<file path="src/hdl/gds_pkg.sv">
`timescale 1ns / 1ps
`default_nettype none
// ----------------------------------------------------------------------------
// gds_pkg: shared types and constants for the grid DFS step core
// Grid geometry, stack sizing, register indexes, reset values and result codes.
// ----------------------------------------------------------------------------
package gds_pkg;

	localparam int StackDepth = 16;
	localparam int CntW       = $clog2(StackDepth + 1);
	localparam int IdxW       = $clog2(StackDepth);
	localparam int SlotW      = CntW + 1;

	localparam int GridCells  = 64;
	localparam int CellW      = 6;
	localparam int CoordW     = 3;
	localparam int CfgIdxW    = 3;
	localparam int CfgDataW   = 32;

	localparam logic [CoordW-1:0] ResetStartRow = 3'd2;
	localparam logic [CoordW-1:0] ResetStartCol = 3'd3;
	localparam logic [CellW-1:0]  ResetGoal     = 6'd54;
	localparam logic [31:0]       ResetBlkLow   = 32'h7007_B600;
	localparam logic [31:0]       ResetBlkHigh  = 32'hE00E_D07E;

	typedef enum logic [CfgIdxW-1:0] {
		CFG_START_ROW    = 3'd0,
		CFG_START_COL    = 3'd1,
		CFG_GOAL_CELL    = 3'd2,
		CFG_BLOCKED_LOW  = 3'd3,
		CFG_BLOCKED_HIGH = 3'd4
	} cfg_reg_t;

	typedef enum logic [1:0] {
		ST_MOVED   = 2'd0,
		ST_AT_GOAL = 2'd1,
		ST_STUCK   = 2'd2,
		ST_RESTART = 2'd3
	} status_t;

	typedef struct packed {
		logic              dropped;
		status_t           status;
		logic [CoordW-1:0] col;
		logic [CoordW-1:0] row;
	} result_t;

endpackage
`default_nettype wire

</file>
<file path="src/hdl/grid_dfs_step_core.sv">
`timescale 1ns / 1ps
`default_nettype none
// ----------------------------------------------------------------------------
// grid_dfs_step_core: one depth-first search step per transfer on an 8x8 grid
//
// Input stream: s_tdata[0] = restart. A restart clears the visited map and the
// stack and moves to the start cell; otherwise one search step is taken: check
// the goal, push the free neighbors (col+1, row+1, col-1, row-1), pop the top.
// Output stream: one result per input transfer, with the position after the
// step, push_dropped in tdata and the status code in tuser.
// Configuration: cfg_we/cfg_index/cfg_data write start row/col, goal cell and
// the two wall words; write only while the block is idle.
// Throughput: one item per cycle while s_tready is high; neighbor checks,
// pushes and the pop all fit in one pass between the search state registers
// and the output register. When the receiver stalls, a second result is
// caught in a skid register and s_tready drops only while that skid
// register is occupied.
// Reset: position goes to the reset start cell with only its visited bit set,
// the stack is empty, the registers take their reset values and no result
// is pending.
// ----------------------------------------------------------------------------
module grid_dfs_step_core (
	input  wire logic        clk,
	input  wire logic        arst_n,
	// input stream
	input  wire logic        s_tvalid,
	output logic             s_tready,
	input  wire logic [7:0]  s_tdata,   // [0] restart
	// output stream
	output logic             m_tvalid,
	input  wire logic        m_tready,
	output logic [7:0]       m_tdata,   // [2:0] cur_row, [5:3] cur_col, [6] push_dropped
	output logic [1:0]       m_tuser,   // [1:0] status
	// configuration
	input  wire logic        cfg_we,
	input  wire logic [gds_pkg::CfgIdxW-1:0]  cfg_index,
	input  wire logic [gds_pkg::CfgDataW-1:0] cfg_data
);

	localparam int CntW  = gds_pkg::CntW;
	localparam int IdxW  = gds_pkg::IdxW;
	localparam int SlotW = gds_pkg::SlotW;
	localparam int CellW = gds_pkg::CellW;

	// configuration registers
	logic [2:0]  start_row_q, start_col_q;
	logic [5:0]  goal_q;
	logic [31:0] blk_low_q, blk_high_q;

	// search state
	logic [2:0]          pos_row_q, pos_col_q;
	logic [63:0]         visited_q;
	logic [CntW-1:0]     count_q;
	logic [CellW-1:0]    stack_q [gds_pkg::StackDepth];

	// output register and skid register
	gds_pkg::result_t    out_q, skid_q;
	logic                out_v_q, skid_v_q;

	// step logic
	logic [63:0]         walls;
	logic [CellW-1:0]    nb_cell [4];
	logic [3:0]          nb_in, nb_free, nb_acc;
	logic [SlotW-1:0]    nb_slot [4];
	logic [SlotW-1:0]    rank;
	logic [CntW-1:0]     push_cnt;
	logic                any_acc, dropped, at_goal, restart;
	logic [CellW-1:0]    last_cell, top_cell, pop_cell;
	logic [63:0]         visited_nxt;
	logic [CntW-1:0]     count_nxt;
	logic [2:0]          row_nxt, col_nxt;
	gds_pkg::status_t    status_nxt;
	gds_pkg::result_t    res;
	logic                step_go, acc, drain;

	assign walls   = {blk_high_q, blk_low_q};
	assign restart = s_tdata[0];
	assign at_goal = ({pos_row_q, pos_col_q} == goal_q);

	assign s_tready = !skid_v_q;
	assign acc      = s_tvalid && s_tready;
	assign drain    = out_v_q && m_tready;
	assign step_go  = acc && !restart && !at_goal;

	// neighbor checks and stack slot assignment
	always_comb begin
		nb_cell[0] = {pos_row_q, pos_col_q + 3'd1};
		nb_cell[1] = {pos_row_q + 3'd1, pos_col_q};
		nb_cell[2] = {pos_row_q, pos_col_q - 3'd1};
		nb_cell[3] = {pos_row_q - 3'd1, pos_col_q};
		nb_in[0]   = (pos_col_q != 3'd7);
		nb_in[1]   = (pos_row_q != 3'd7);
		nb_in[2]   = (pos_col_q != 3'd0);
		nb_in[3]   = (pos_row_q != 3'd0);

		rank        = '0;
		push_cnt    = '0;
		dropped     = 1'b0;
		any_acc     = 1'b0;
		last_cell   = '0;
		visited_nxt = visited_q;
		for (int i = 0; i < 4; i++) begin
			nb_free[i] = nb_in[i] && !visited_q[nb_cell[i]] && !walls[nb_cell[i]];
			nb_slot[i] = SlotW'(count_q) + rank;
			nb_acc[i]  = nb_free[i] && (nb_slot[i] < SlotW'(gds_pkg::StackDepth));
			if (nb_free[i]) begin
				rank = rank + SlotW'(1);
				visited_nxt[nb_cell[i]] = 1'b1;
			end
			if (nb_free[i] && !nb_acc[i]) begin
				dropped = 1'b1;
			end
			if (nb_acc[i]) begin
				push_cnt  = push_cnt + CntW'(1);
				any_acc   = 1'b1;
				last_cell = nb_cell[i];
			end
		end
	end

	// pop: the last accepted push comes straight back, else the old top
	assign top_cell = stack_q[IdxW'(count_q - CntW'(1))];
	assign pop_cell = any_acc ? last_cell : top_cell;

	always_comb begin
		row_nxt    = pos_row_q;
		col_nxt    = pos_col_q;
		count_nxt  = count_q;
		status_nxt = gds_pkg::ST_STUCK;
		if (restart) begin
			row_nxt    = start_row_q;
			col_nxt    = start_col_q;
			count_nxt  = '0;
			status_nxt = gds_pkg::ST_RESTART;
		end else if (at_goal) begin
			status_nxt = gds_pkg::ST_AT_GOAL;
		end else if (any_acc || count_q != '0) begin
			row_nxt    = pop_cell[5:3];
			col_nxt    = pop_cell[2:0];
			count_nxt  = count_q + push_cnt - CntW'(1);
			status_nxt = gds_pkg::ST_MOVED;
		end
		res.row     = row_nxt;
		res.col     = col_nxt;
		res.status  = status_nxt;
		res.dropped = !restart && !at_goal && dropped;
	end

	// configuration writes
	always_ff @(posedge clk or negedge arst_n) begin
		if (!arst_n) begin
			start_row_q <= gds_pkg::ResetStartRow;
			start_col_q <= gds_pkg::ResetStartCol;
			goal_q      <= gds_pkg::ResetGoal;
			blk_low_q   <= gds_pkg::ResetBlkLow;
			blk_high_q  <= gds_pkg::ResetBlkHigh;
		end else if (cfg_we) begin
			case (cfg_index)
				gds_pkg::CFG_START_ROW:    start_row_q <= cfg_data[2:0];
				gds_pkg::CFG_START_COL:    start_col_q <= cfg_data[2:0];
				gds_pkg::CFG_GOAL_CELL:    goal_q      <= cfg_data[5:0];
				gds_pkg::CFG_BLOCKED_LOW:  blk_low_q   <= cfg_data;
				gds_pkg::CFG_BLOCKED_HIGH: blk_high_q  <= cfg_data;
				default: ;
			endcase
		end
	end

	// search state
	always_ff @(posedge clk or negedge arst_n) begin
		if (!arst_n) begin
			pos_row_q <= gds_pkg::ResetStartRow;
			pos_col_q <= gds_pkg::ResetStartCol;
			visited_q <= 64'(1) << {gds_pkg::ResetStartRow, gds_pkg::ResetStartCol};
			count_q   <= '0;
		end else if (acc) begin
			pos_row_q <= row_nxt;
			pos_col_q <= col_nxt;
			count_q   <= count_nxt;
			if (restart) begin
				visited_q <= 64'(1) << {start_row_q, start_col_q};
			end else if (!at_goal) begin
				visited_q <= visited_nxt;
			end
		end
	end

	// stack entries need no reset; write every accepted push
	always_ff @(posedge clk) begin
		if (step_go) begin
			for (int i = 0; i < 4; i++) begin
				if (nb_acc[i]) begin
					stack_q[nb_slot[i][IdxW-1:0]] <= nb_cell[i];
				end
			end
		end
	end

	// output register with skid stage
	always_ff @(posedge clk or negedge arst_n) begin
		if (!arst_n) begin
			out_v_q  <= 1'b0;
			skid_v_q <= 1'b0;
		end else if (!out_v_q || drain) begin
			out_v_q  <= skid_v_q || acc;
			skid_v_q <= skid_v_q && acc;
		end else if (acc) begin
			skid_v_q <= 1'b1;
		end
	end

	always_ff @(posedge clk) begin
		if (!out_v_q || drain) begin
			if (skid_v_q) begin
				out_q <= skid_q;
				if (acc) begin
					skid_q <= res;
				end
			end else if (acc) begin
				out_q <= res;
			end
		end else if (acc) begin
			skid_q <= res;
		end
	end

	assign m_tvalid = out_v_q;
	assign m_tdata  = {1'b0, out_q.dropped, out_q.col, out_q.row};
	assign m_tuser  = out_q.status;

endmodule
`default_nettype wire
</file>
<file path="config.mk">
export PLATFORM = sky130hd
export DESIGN_NAME = grid_dfs_step_core
export DESIGN_NICKNAME = d
export VERILOG_FILES = /design/src/hdl/gds_pkg.sv /design/src/hdl/grid_dfs_step_core.sv
export SDC_FILE = /design/constraint.sdc
export NUM_CORES = 1
export LEC_CHECK = 0
export BUFFER_PORTS_ARGS = -buffer_cell sky130_fd_sc_hd__clkbuf_2
export CORE_ASPECT_RATIO = 1.2
export CORE_MARGIN = 5
export CORE_UTILIZATION = 27
export CTS_BUF_LIST = sky130_fd_sc_hd__clkbuf_16
export CTS_CLUSTER_SIZE = 12
export DETAILED_ROUTE_END_ITERATION = 8
export SLEW_MARGIN = 30
export SYNTH_ARGS = -nofsm -noshare
export SYNTH_HDL_FRONTEND = slang
export SYNTH_SLANG_ARGS = --single-unit
</file>
<file path="constraint.sdc">
create_clock -name clk -period 7.6 [get_ports clk]
set_input_delay 0.76 -clock clk [delete_from_list [all_inputs] [get_ports clk]]
set_output_delay 0.76 -clock clk [all_outputs]
set_load 0.005 [all_outputs]
</file>
==> flow_summary.ini <==
[sta]
hold_viol_final = 0
slew_headroom_pct = 32.7
period_needed_ns = 7.27
min_period_over_period_pct = 95.6
fmax_ghz = 0.138
maxSlewViolCount = 0
setup_viol = 0
setup_tns_ns = 0
tightest_slew_ns = 1.01
finClkSkew_ns = 0.0249
rsz0062_at_grt = false

[clock_tree]
path_clk_slew_ns = 0.07
cts_made_buffers = 30
clk_latency_ns = 0.60
cts_hold_buf = 0
cts_htree_levels = 1
clockBufferDepth = 3
cts_tree = done
root_buffer = clkbuf_16
cts.sinks = 267

[worst_setup_path]
end_kind = flip-flop
cp-endpoint = count_q[4]
regToRegEndpoint = count_q[4]
rrSetupSlack_ns = 0.33
crit_fanout = 15
crit_path_start_kind = flip-flop
cp.required_ns = 8.06
cp_common_cell = ha_1
rr_startpoint = pos_col_q[0]
crit_type = reg2reg
cp-startpoint = pos_col_q[0]
reg2reg_depth = 30
cp_slowest_cell = dfstp_4
cpPeakStageDelay_ns = 0.66
critPathArrivalTime_ns = 7.73

[placed_design]
port_buffers = 51
post-dp-hpwl_mm = 55.6
place.gp.congestion = 1.01

[grt]
grt_pass1_vias = 17443
grt_use_total_pct = 18.9
grt_max_degree = 98
antenna_found_initial = 0
grt_pass1_wl_mm = 112
overflow = 0

[route]
detail_route.first_pass.iterations = 6
ant_nets = 0
drt-initial-drc-count = 2017
drt-total-wl_mm = 75.8
dr_total_vias = 17788
drc = 0
via_per_inst = 5.87
wl_per_cell_um = 25.0

[die]
ios = 60
die-width_um = 255
die_h_um = 303
fp-row-count = 107
coreArea_um2 = 71100
initial_utilization_pct = 27.3
die-area_um2 = 77200

[run]
maxCapViolations = 0

[outcome]
status = finished clean

[yosys]
netlist_instances = 2084
ys_seq_area_share_pct = 37.7
synth_ff_type = dfrtp_1
synth_edf_count = 114
ys_seq_elements = 267
syn_area_um2 = 19400
async_flop_share_pct = 57.3
avgSynthCellArea_um2 = 9.30
ys_types = 102
mappedNetlistNets = 2168
ys_warn_count = 0
synth_top_area_cell = edfxtp_1
ys_top_cells_by_area = edfxtp_1, dfrtp_1, a21oi_1
yosysTopAreaCellShare_pct = 17.7

[hold_path]
hold_path_class = in2async

[cells_and_area]
drive_gt1_share_pct = 20.5
seq_area_um2 = 7310
diodes = 0
area_growth_pct = 12.9
final_core_utilization_pct = 30.8
fillers = 7347
final_net_count = 2163
multi_input_area_um2 = 11300

[pwr]
p_total_w = 0.0106
ir_worst_vdd_mv = 0.314
p_leak_nw = 7.65
power_density_nw_per_um2 = 484
==> cell families (layout without fill, tap and decap cells) <==
group	Yosys count	after routing	share of synthesized area [%]
flops	267	267	37.7
xor+xnor	76	76	3.44
simple gates	706	706	18.2
other cells	2	2	0.0388
fa+ha+maj	36	36	2.44
mux	176	176	12.1
buf+inv	216	234	4.91
compound gates	605	605	21.3
==> flip-flops by register name, summed over array words and instances, names as in the netlist <==
name	count
blk_high_q	32
stack_q	96
skid_q	9
m_tvalid	1
pos_col_q	3
visited_q	64
m_tuser	2
skid_v_q	1
blk_low_q	32
m_tdata	7
goal_q	6
pos_row_q	3
start_col_q	3
start_row_q	3
count_q	5
==> cells in the final DEF (no fill, tap or decap), drive strengths merged, types with 16 or more instances in the layout <==
cell | synthesis | layout
edfxtp | 114 | 114
nor2b | 25 | 25
nand3 | 51 | 51
a31oi | 22 | 22
inv | 32 | 45
mux4 | 36 | 36
mux2i | 41 | 41
xnor2 | 66 | 66
a2111oi | 16 | 16
a22oi | 35 | 35
o22ai | 41 | 41
nor4 | 23 | 23
dfstp | 37 | 37
nand2b | 19 | 19
dfrtp | 116 | 116
mux2 | 99 | 99
o21ai | 64 | 64
a211oi | 17 | 17
and3 | 24 | 24
clkbuf | 104 | 82
or4 | 20 | 20
nor3 | 50 | 50
a21oi | 220 | 220
ha | 33 | 33
a221oi | 38 | 38
buf | 77 | 95
nand2 | 203 | 203
nor2 | 207 | 207
==> worst min path at each step <==
stage	depth (start not counted)	to
after floorplan	0	blk_high_q[0]
after global placement	2	m_tvalid
after detailed placement	2	m_tvalid
after CTS	1	goal_q[0]
after global routing	1	visited_q[34]
final	1	goal_q[0]
==> synth_stat cells, types with 46 or more instances <==
| library cell | n |
|---|---|
| a21oi_1 | 220 |
| buf_2 | 46 |
| clkbuf_1 | 104 |
| dfrtp_1 | 116 |
| edfxtp_1 | 114 |
| mux2_2 | 97 |
| nand2_1 | 202 |
| nand3_1 | 50 |
| nor2_1 | 205 |
| nor3_1 | 46 |
| o21ai_0 | 50 |
| xnor2_1 | 66 |
==> where the power goes <==
| part | switching, W | internal [W] |
|---|---|---|
| clock | 0.000619 | 0.000807 |
| combinational | 0.00462 | 0.00232 |
| sequential | 0.000303 | 0.00193 |
==> worst max-delay path: cells and delay by family (launching register included) <==
kind                     cells  cell delay [ns]
AO/OA/AOI/OAI                9             1.99
XOR/XNOR                     2             0.41
adder cells (fa/ha/maj)      5             1.37
buffers and inverters        6             0.84
flip-flops                   1             0.66
AND/OR/NAND/NOR              8             1.85
==> per-layer routing <==
metal / share of wire (%) / vias up / global-route usage (%)
met1: 38 / 8677 / 22.9
met4: 8.0 / 0 / 11.7
met3: 7.2 / 294 / 2.88
met5: 0 / - / 0
li1: - / 7865 / -
met2: 47 / 952 / 31.5
==> final cells by class <==
cell class	count	area share, %
clock buffers	33	3.77
well taps	926	5.29
inverters	35	0.629
repair buffers	144	4.70
multi-input cells	1601	51.6
flip-flops and latches	267	33.4
clock inverters	22	0.589
==> stage by stage <==
step / setup WS (ns) / cells / hold slack [ns] / cell area [µm²]
after floorplan: 0.0222 / 2084 / 0.464 / 19400
after global placement: 0.294 / 2972 / 0.515 / 20800
after detailed placement: 0.202 / 2972 / 0.530 / 20800
after CTS: 0.146 / 3027 / 0.267 / 21800
after global routing: 0.0159 / 3028 / 0.303 / 21900
final: 0.332 / 3028 / 0.250 / 21900
==> timing repair <==
action,CTS,global route
endpoints found under the setup margin,0,17
setup buffers,0,1
gates resized for setup,0,16
(Power assumes the default switching activity.)
